[src/hdl/c2e_pkg.sv]
// Package: shared types, constants and tables for the cube-map to equirect address block.
`timescale 1ns / 1ps
package c2e_pkg;

	typedef struct packed {
		logic [2:0]  face;
		logic [11:0] pix_x;
		logic [11:0] pix_y;
	} c2e_in_t;

	typedef struct packed {
		logic [12:0] src_x;
		logic [11:0] src_y;
		logic        coord_error;
	} c2e_out_t;

	localparam int MAX_FACE_SIZE_DEF = 4096;
	localparam int ANGLE_BITS_DEF    = 16;

	// quotient bits of pix*65536/face_size
	localparam int DIV_STEPS   = 16;
	localparam int CORDIC_ITERS = 24;
	localparam int CORDIC_W     = 36;
	localparam int DIR_W        = 18;
	localparam int IN_SHIFT     = 14;
	localparam int PROD_W       = DIR_W + 32;

	localparam logic signed [DIR_W-1:0] Q_ONE    = 18'sd32768;
	localparam logic signed [31:0]      GAIN_Q30 = 32'sd1768195367;
	localparam logic [31:0]             HALF_TURN  = 32'h8000_0000;
	localparam logic [31:0]             THREE_QTR  = 32'hC000_0000;

	// register index
	localparam logic [1:0] REG_FACE_SIZE   = 2'd0;
	localparam logic [1:0] REG_PANO_WIDTH  = 2'd1;
	localparam logic [1:0] REG_PANO_HEIGHT = 2'd2;
	localparam logic [1:0] REG_MIRROR      = 2'd3;

	localparam logic [12:0] FACE_SIZE_RST   = 13'd256;
	localparam logic [13:0] PANO_WIDTH_RST  = 14'd2048;
	localparam logic [12:0] PANO_HEIGHT_RST = 13'd1024;

	// face codes
	localparam logic [2:0] FACE_XP = 3'd0;
	localparam logic [2:0] FACE_XN = 3'd1;
	localparam logic [2:0] FACE_YP = 3'd2;
	localparam logic [2:0] FACE_YN = 3'd3;
	localparam logic [2:0] FACE_ZP = 3'd4;

	// atan(2^-i) in turns, 2^32 = one turn
	localparam logic [31:0] ATAN_TURNS [CORDIC_ITERS] = '{
		32'h20000000, 32'h12E4051E, 32'h09FB385B, 32'h051111D4,
		32'h028B0D43, 32'h0145D7E1, 32'h00A2F61E, 32'h00517C55,
		32'h0028BE53, 32'h00145F2F, 32'h000A2F98, 32'h000517CC,
		32'h00028BE6, 32'h000145F3, 32'h0000A2FA, 32'h0000517D,
		32'h000028BE, 32'h0000145F, 32'h00000A30, 32'h00000518,
		32'h0000028C, 32'h00000146, 32'h000000A3, 32'h00000051
	};

endpackage

[src/hdl/c2e_divider.sv]
// Pipelined restoring divider: two lanes of pix*2^16/face_size, one quotient bit per stage.
`timescale 1ns / 1ps
module c2e_divider import c2e_pkg::*; #(
	parameter int FW     = 13,
	parameter int SIDE_W = 4
) (
	input  logic              clk,
	input  logic              arst_n,
	input  logic              en,
	input  logic              valid_in,
	input  logic [FW-1:0]     fs,
	input  logic [FW-1:0]     num_a,
	input  logic [FW-1:0]     num_b,
	input  logic [SIDE_W-1:0] side_in,
	output logic              valid_out,
	output logic [DIV_STEPS-1:0] quot_a,
	output logic [DIV_STEPS-1:0] quot_b,
	output logic [SIDE_W-1:0] side_out
);

	logic                 v_s    [DIV_STEPS];
	logic [FW-1:0]        rem_a_s[DIV_STEPS];
	logic [FW-1:0]        rem_b_s[DIV_STEPS];
	logic [DIV_STEPS-1:0] q_a_s  [DIV_STEPS];
	logic [DIV_STEPS-1:0] q_b_s  [DIV_STEPS];
	logic [SIDE_W-1:0]    side_s [DIV_STEPS];

	for (genvar k = 0; k < DIV_STEPS; k++) begin : g_step
		logic                 v_p;
		logic [FW-1:0]        ra_p, rb_p;
		logic [DIV_STEPS-1:0] qa_p, qb_p;
		logic [SIDE_W-1:0]    sd_p;
		logic [FW:0]          ta, tb, da, db;
		logic                 ga, gb;

		if (k == 0) begin : g_first
			assign v_p  = valid_in;
			assign ra_p = num_a;
			assign rb_p = num_b;
			assign qa_p = '0;
			assign qb_p = '0;
			assign sd_p = side_in;
		end else begin : g_next
			assign v_p  = v_s[k-1];
			assign ra_p = rem_a_s[k-1];
			assign rb_p = rem_b_s[k-1];
			assign qa_p = q_a_s[k-1];
			assign qb_p = q_b_s[k-1];
			assign sd_p = side_s[k-1];
		end

		assign ta = {ra_p, 1'b0};
		assign tb = {rb_p, 1'b0};
		assign ga = ta >= {1'b0, fs};
		assign gb = tb >= {1'b0, fs};
		assign da = ta - {1'b0, fs};
		assign db = tb - {1'b0, fs};

		always_ff @(posedge clk or negedge arst_n) begin
			if (!arst_n) begin
				v_s[k] <= 1'b0;
			end else if (en) begin
				v_s[k] <= v_p;
			end
		end

		always_ff @(posedge clk) begin
			if (en) begin
				rem_a_s[k] <= ga ? da[FW-1:0] : ta[FW-1:0];
				rem_b_s[k] <= gb ? db[FW-1:0] : tb[FW-1:0];
				q_a_s[k]   <= {qa_p[DIV_STEPS-2:0], ga};
				q_b_s[k]   <= {qb_p[DIV_STEPS-2:0], gb};
				side_s[k]  <= sd_p;
			end
		end
	end

	assign valid_out = v_s[DIV_STEPS-1];
	assign quot_a    = q_a_s[DIV_STEPS-1];
	assign quot_b    = q_b_s[DIV_STEPS-1];
	assign side_out  = side_s[DIV_STEPS-1];

endmodule

[config.mk]
export PLATFORM = sky130hd
export DESIGN_NAME = c2e_divider
export DESIGN_NICKNAME = d
export VERILOG_FILES = /design/src/hdl/c2e_pkg.sv /design/src/hdl/c2e_divider.sv
export SDC_FILE = /design/constraint.sdc
export NUM_CORES = 2
export LEC_CHECK = 0
export BUFFER_PORTS_ARGS = -buffer_cell sky130_fd_sc_hd__buf_4
export CAP_MARGIN = 20
export CORE_ASPECT_RATIO = 2
export CORE_MARGIN = 8
export CORE_UTILIZATION = 35
export CTS_BUF_LIST = sky130_fd_sc_hd__clkbuf_2 sky130_fd_sc_hd__clkbuf_4 sky130_fd_sc_hd__clkbuf_8
export DETAILED_ROUTE_END_ITERATION = 7
export GPL_TIMING_DRIVEN = 0
export HOLD_SLACK_MARGIN = 0.02
export PLACE_DENSITY = 0.52
export SLEW_MARGIN = 30
export SYNTH_ARGS = -nofsm -noshare
export SYNTH_HDL_FRONTEND = slang
export SYNTH_SLANG_ARGS = --single-unit
[constraint.sdc]
create_clock -name clk -period 3.6 [get_ports clk]
set_input_delay 0.18 -clock clk [delete_from_list [all_inputs] [get_ports clk]]
set_output_delay 0.18 -clock clk [all_outputs]
set_load 0.02 [all_outputs]
After elaboration in Yosys (flattened, before gate mapping)
Memory sizes are Yosys's and may differ from the RTL's.
Index checks and enable logic that the tools add are counted.

word-level totals
  bits of input ports = 47
  memory bits (writable) = 992
  logic and storage cells = 119
  register bits = 16
  memories kept = 5
  output and inout bits = 37

operators by class
  multiplexer cells = 34
  $add $sub $neg = 32
  $lt $le $gt $ge = 32

memories
  memory   depth  bits a word  read ports  clocked after Yosys merged registers in  wr ports  line               text
  q_a_s    16     16           16          0                                        16        c2e_divider.sv:24  logic [DIV_STEPS-1:0] q_a_s [DIV_STEPS];
  q_b_s    16     16           16          0                                        16        c2e_divider.sv:25  logic [DIV_STEPS-1:0] q_b_s [DIV_STEPS];
  rem_a_s  16     13           15          0                                        16        c2e_divider.sv:22  logic [FW-1:0] rem_a_s[DIV_STEPS];
  rem_b_s  16     13           15          0                                        16        c2e_divider.sv:23  logic [FW-1:0] rem_b_s[DIV_STEPS];
  side_s   16     4            16          0                                        16        c2e_divider.sv:26  logic [SIDE_W-1:0] side_s [DIV_STEPS];

operators by type and width
  operator                                      number
  greater-or-equal comparator 14 x 13 -> 1 bit  32
  two-way mux 13 bit                            32
  subtractor 13 bit                             32
  two-way mux 1 bit                             2

Depth between registers and ports, before layout
An unclocked memory read counts as a cell.

  word-level depth = 3
  mapped depth = 11
  gate-level depth less buffers = 10

Worst setup path after synthesis
Ideal clock, no wire load.

  kind = in2reg
  from = input fs[1]
  to = memory rem_a_s[13][4] (netlist: rem_a_s[1][69]), data pin
  setup time = 0.260 ns
  cell stages on the path = 11
  path slack = -0.659 ns
  buffers on the path = 1
  data arrival time = 3.999 ns
  path through = inv_1 > ha_1 > ha_1 > o21ai_0 > a21oi_1 > o311a_1 > o211ai_1 > nand2_1 > a211o_1 > buf_2 > mux2_2

RTL lines
  what                line               text
  start: declaration  c2e_divider.sv:11  input logic [FW-1:0] fs,
  end: declaration    c2e_divider.sv:22

Worst setup path after layout
  from = input en
  to = register v_s, in the netlist g_step[4].v_p

RTL lines
  what                            line               text
  start: declaration              c2e_divider.sv:9   input logic en,
  end signal: indexed assignment  c2e_divider.sv:63  v_s[k] <= v_p;
  end: declaration                c2e_divider.sv:21  logic v_s [DIV_STEPS];

No word-level cell between the ends.

==> parameters.txt <==
Parameter                              Value

Flow run
  Number of max-cap violations    0

Die
  Vertical extent of the die    about 520 microns
  Core Region    125,000 sq um
  IO Pins    between 80 and 90
  # rows    184
  Die area    around 140,000 sq um
  Starting Density    0.352
  Horizontal die dimension    around 270 microns

Setup path
  Maximum fanout along the worst path    ~120
  Largest delay share family, worst path    buffers and inverters
  Reg-to-reg critical path endpoint    rem_b_s[0][85]
  Data required time at the worst endpoint    between 4 and 5 ns
  Data arrival at the endpoint of the critical path    roughly 4 ns
  Kind of launch point of the worst setup path    input port
  Length in cells of the worst reg-to-reg path    9
  Maximum single-stage delay on the critical path    approximately 0.57 ns
  Library cell appearing most often on the critical path    sky130_fd_sc_hd__buf_16
  R2r setup slk    roughly 0.48 ns
  Total buffers and inverters traversed by the critical path    7
  Reg-to-reg critical path startpoint    rem_b_s[0][65]
  Category of the worst setup path capture point    flop
  Class of the most critical setup path    in -> reg
  Cell with the biggest individual delay on the critical path    sky130_fd_sc_hd__dlygate4sd3_1
  Critical path, cell by cell    dlygate4sd3_1 -> buf_12 -> buf_16 -> buf_16 -> buf_16 -> clkbuf_1 -> buf_1 -> mux2_2

Clock network
  Hold-fix buffers at CTS    53
  # H-tree levels    3
  CTS buffer count    117
  Post-CTS Repair Setup Buffers    0
  Clock tree root driver cell    sky130_fd_sc_hd__clkbuf_8
  Worst-Skew Late Latency    between 0.8 and 0.9 ns
  Count of cells resized by post-cts repair    0
  Number of buffers between clock root and the deepest sink    3
  Clk sink count    between 700 and 800
  Clock transition at the register clock pins on the worst setup and hold paths after CTS    ~0.060 ns
  CTS tree    done

STA
  Actual transition at the worst max-transition pin    ~0.8 ns
  Final period util    0.926
  Hold Fails Final Rpt    0
  Final min period    between 3 and 4 ns
  Final setup violation count    0
  Crit path setup slack, layout    0.267 ns
  Post-Route Setup TNS    0 ns
  Max-slew violation count    0
  Relative slew slack    0.455
  Final clock skew    about 0.051 ns
  Setup repair after global routing missed its margin    false
  Highest achievable clock rate    around 300 MHz

Logic synthesis
  Area share of the largest cell type after synthesis    0.495
  Main area contributors after synthesis    sky130_fd_sc_hd__edfxtp_1 49%, sky130_fd_sc_hd__ha_1 12%, sky130_fd_sc_hd__mux2_2 8.0%, sky130_fd_sc_hd__a21oi_1 3.6%, sky130_fd_sc_hd__xnor2_1 3.4%
  Sequential cell area fraction in the yosys report    0.504
  Synthesized area divided by synthesized cell count    12.4 sq um
  Cells after synthesis    roughly 3,600
  Synth Cell Area    about 44,000 sq um
  Async set-or-reset flop fraction in the synthesized netlist    0.0216
  Count of flip-flops with a built-in enable after synthesis    726
  Flip-flop and latch count after synthesis    around 740
  Yosys warns    0
  Cell taking the most area after synthesis    sky130_fd_sc_hd__edfxtp_1
  Netlist cell types    75
  Number of nets in the synthesized netlist    4,046
  Synth Flop Type    sky130_fd_sc_hd__edfxtp_1

Drt
  Detail Route Antenna Nets    0
  DRC violation count after routing    0
  Average vias per placed instance    about 5.1
  DR iter-0 viols    roughly 1,500
  First-pass detailed-route iteration total    5
  Total via count after detailed routing    roughly 29,000
  Wirelength per Cell    17.6 microns
  Final routed wirelength across all metal layers    approximately 99,000 microns

Power
  Total power per unit cell area    approximately 850 nW/um^2
  Leakage power summed over all cells    slightly below 20 nW
  Total power    roughly 43 mW
  Largest vdd supply drop    0.411 mV

Finish
  # fillers    about 12,000
  Count of nets after finishing    ~4,300
  Final core area utilization    0.403
  Most common library cell in the layout ignoring fill and taps    sky130_fd_sc_hd__edfxtp_1
  Ratio of cells with drive above 1 in the final layout    0.179
  Commonest non-fill, non-tap cells in the layout    726 x sky130_fd_sc_hd__edfxtp_1, 414 x sky130_fd_sc_hd__ha_1, 312 x sky130_fd_sc_hd__mux2_2
  Area growth from synthesis to layout    14.6%

Placement
  Final estimated routing congestion in global placement    roughly 0.84
  Worst slack after detailed placement    -0.189 ns
  Number of port buffers    83
  Placed wire-length estimate    around 67,000 microns

Global routing
  Overall Global Routing Usage    0.140
  Antenna violations before repair    2
  First-pass GRT wire length    approximately 160,000 microns
  Grt total ovfl    0
  Number of global-route vias before repair    just under 30,000
  Largest net degree at the start of global routing    roughly 120

Worst hold path
  Worst hold path type    in -> reg
  Hold Path Sink    g_step[1].v_p
  Hold depth    3
  Worst Min Path Start    valid_in

Outcome
  Status    finished, final reports clean
## kinds of logic (layout without fill, tap and decap cells)
logic type | Yosys count | count (layout) | synth area share
other cells | 0 | 8 | 0
mux | 327 | 327 | 0.0841
xor+xnor | 282 | 282 | 0.0561
buf+inv | 114 | 486 | 0.0110
flops | 742 | 742 | 0.504
compound gates | 997 | 997 | 0.145
fa+ha+maj | 444 | 444 | 0.131
simple gates | 649 | 649 | 0.0691
## cells in the mapped netlist (67+ instances only)
| master | number |
|---|---|
| sky130_fd_sc_hd__nand2_1 | 153 |
| sky130_fd_sc_hd__mux2_2 | 312 |
| sky130_fd_sc_hd__o21a_1 | 80 |
| sky130_fd_sc_hd__o21ai_0 | 185 |
| sky130_fd_sc_hd__a21oi_1 | 318 |
| sky130_fd_sc_hd__edfxtp_1 | 726 |
| sky130_fd_sc_hd__xnor2_1 | 169 |
| sky130_fd_sc_hd__xor2_1 | 113 |
| sky130_fd_sc_hd__ha_1 | 414 |
| sky130_fd_sc_hd__a21o_1 | 107 |
| sky130_fd_sc_hd__nor2_1 | 221 |
| sky130_fd_sc_hd__inv_1 | 67 |
## layout make-up
type,count,area [sq um],area share
multi-input cells,2699,21400,0.424
clock buffers,149,1870,0.0370
diodes,8,20.0,0.000396
clock inverters,66,597,0.0118
repair buffers,157,1720,0.0341
flip-flops and latches,742,22200,0.440
plain buffers,46,274,0.00543
inverters,68,292,0.00577
well taps,1674,2090,0.0415
## worst register-to-register path, cell delays in order, from the launching register on
cell and delay, ns:
sky130_fd_sc_hd__edfxtp_1 0.44, sky130_fd_sc_hd__fa_1 0.49, sky130_fd_sc_hd__a211oi_1 0.25, sky130_fd_sc_hd__o21bai_1 0.14
sky130_fd_sc_hd__a21oi_2 0.25, sky130_fd_sc_hd__o21ai_0 0.17, sky130_fd_sc_hd__a21boi_0 0.25, sky130_fd_sc_hd__o21ai_1 0.27
sky130_fd_sc_hd__buf_2 0.29, sky130_fd_sc_hd__mux2_2 0.30
## stage by stage
step	std cells	cell area [sq um]	hold slack (ns)
after floorplan	3555	44200	-0.116
after global placement	5312	46900	0.0469
after detailed placement	5333	47500	0.0489
after CTS	5601	50500	0.0550
after global routing	5608	50500	0.132
final	5609	50500	0.170
## power breakdown
| group | total (mW) | internal, mW | switching (mW) |
|---|---|---|---|
| registers | 14.8 | 13.5 | 1.32 |
| logic | 20.4 | 9.98 | 10.4 |
| clock network | 7.69 | 4.09 | 3.60 |
## routing by layer
| layer | up-vias | wire, microns | global-route usage | share of wire |
|---|---|---|---|---|
| met2 | 481 | 47400 | 0.238 | 0.48 |
| met1 | 13900 | 44100 | 0.175 | 0.45 |
| met3 | 189 | 3710 | 0.0231 | 0.038 |
| met4 | 0 | 3420 | 0.0559 | 0.035 |
| met5 | - | 0 | 0 | 0 |
| li1 | 14300 | - | - | - |
## registers in the layout (all words and copies together), names as in the netlist
signal	flops
g_step.v_p	15
q_a_s	136
q_b_s	136
rem_a_s	195
rem_b_s	195
side_s	64
valid_out	1
## worst max path at each step
stage,startpoint,endpoint,cells past startpoint
finish,en,g_step[4].v_p,8
global route,en,g_step[4].v_p,8
CTS,en,g_step[4].v_p,8
detailed placement,fs[1],rem_b_s[1][37],14
global placement,en,g_step[8].v_p,4
floorplan,fs[1],rem_a_s[1][43],11
Note: power is estimated with default switching activity, not from simulation.
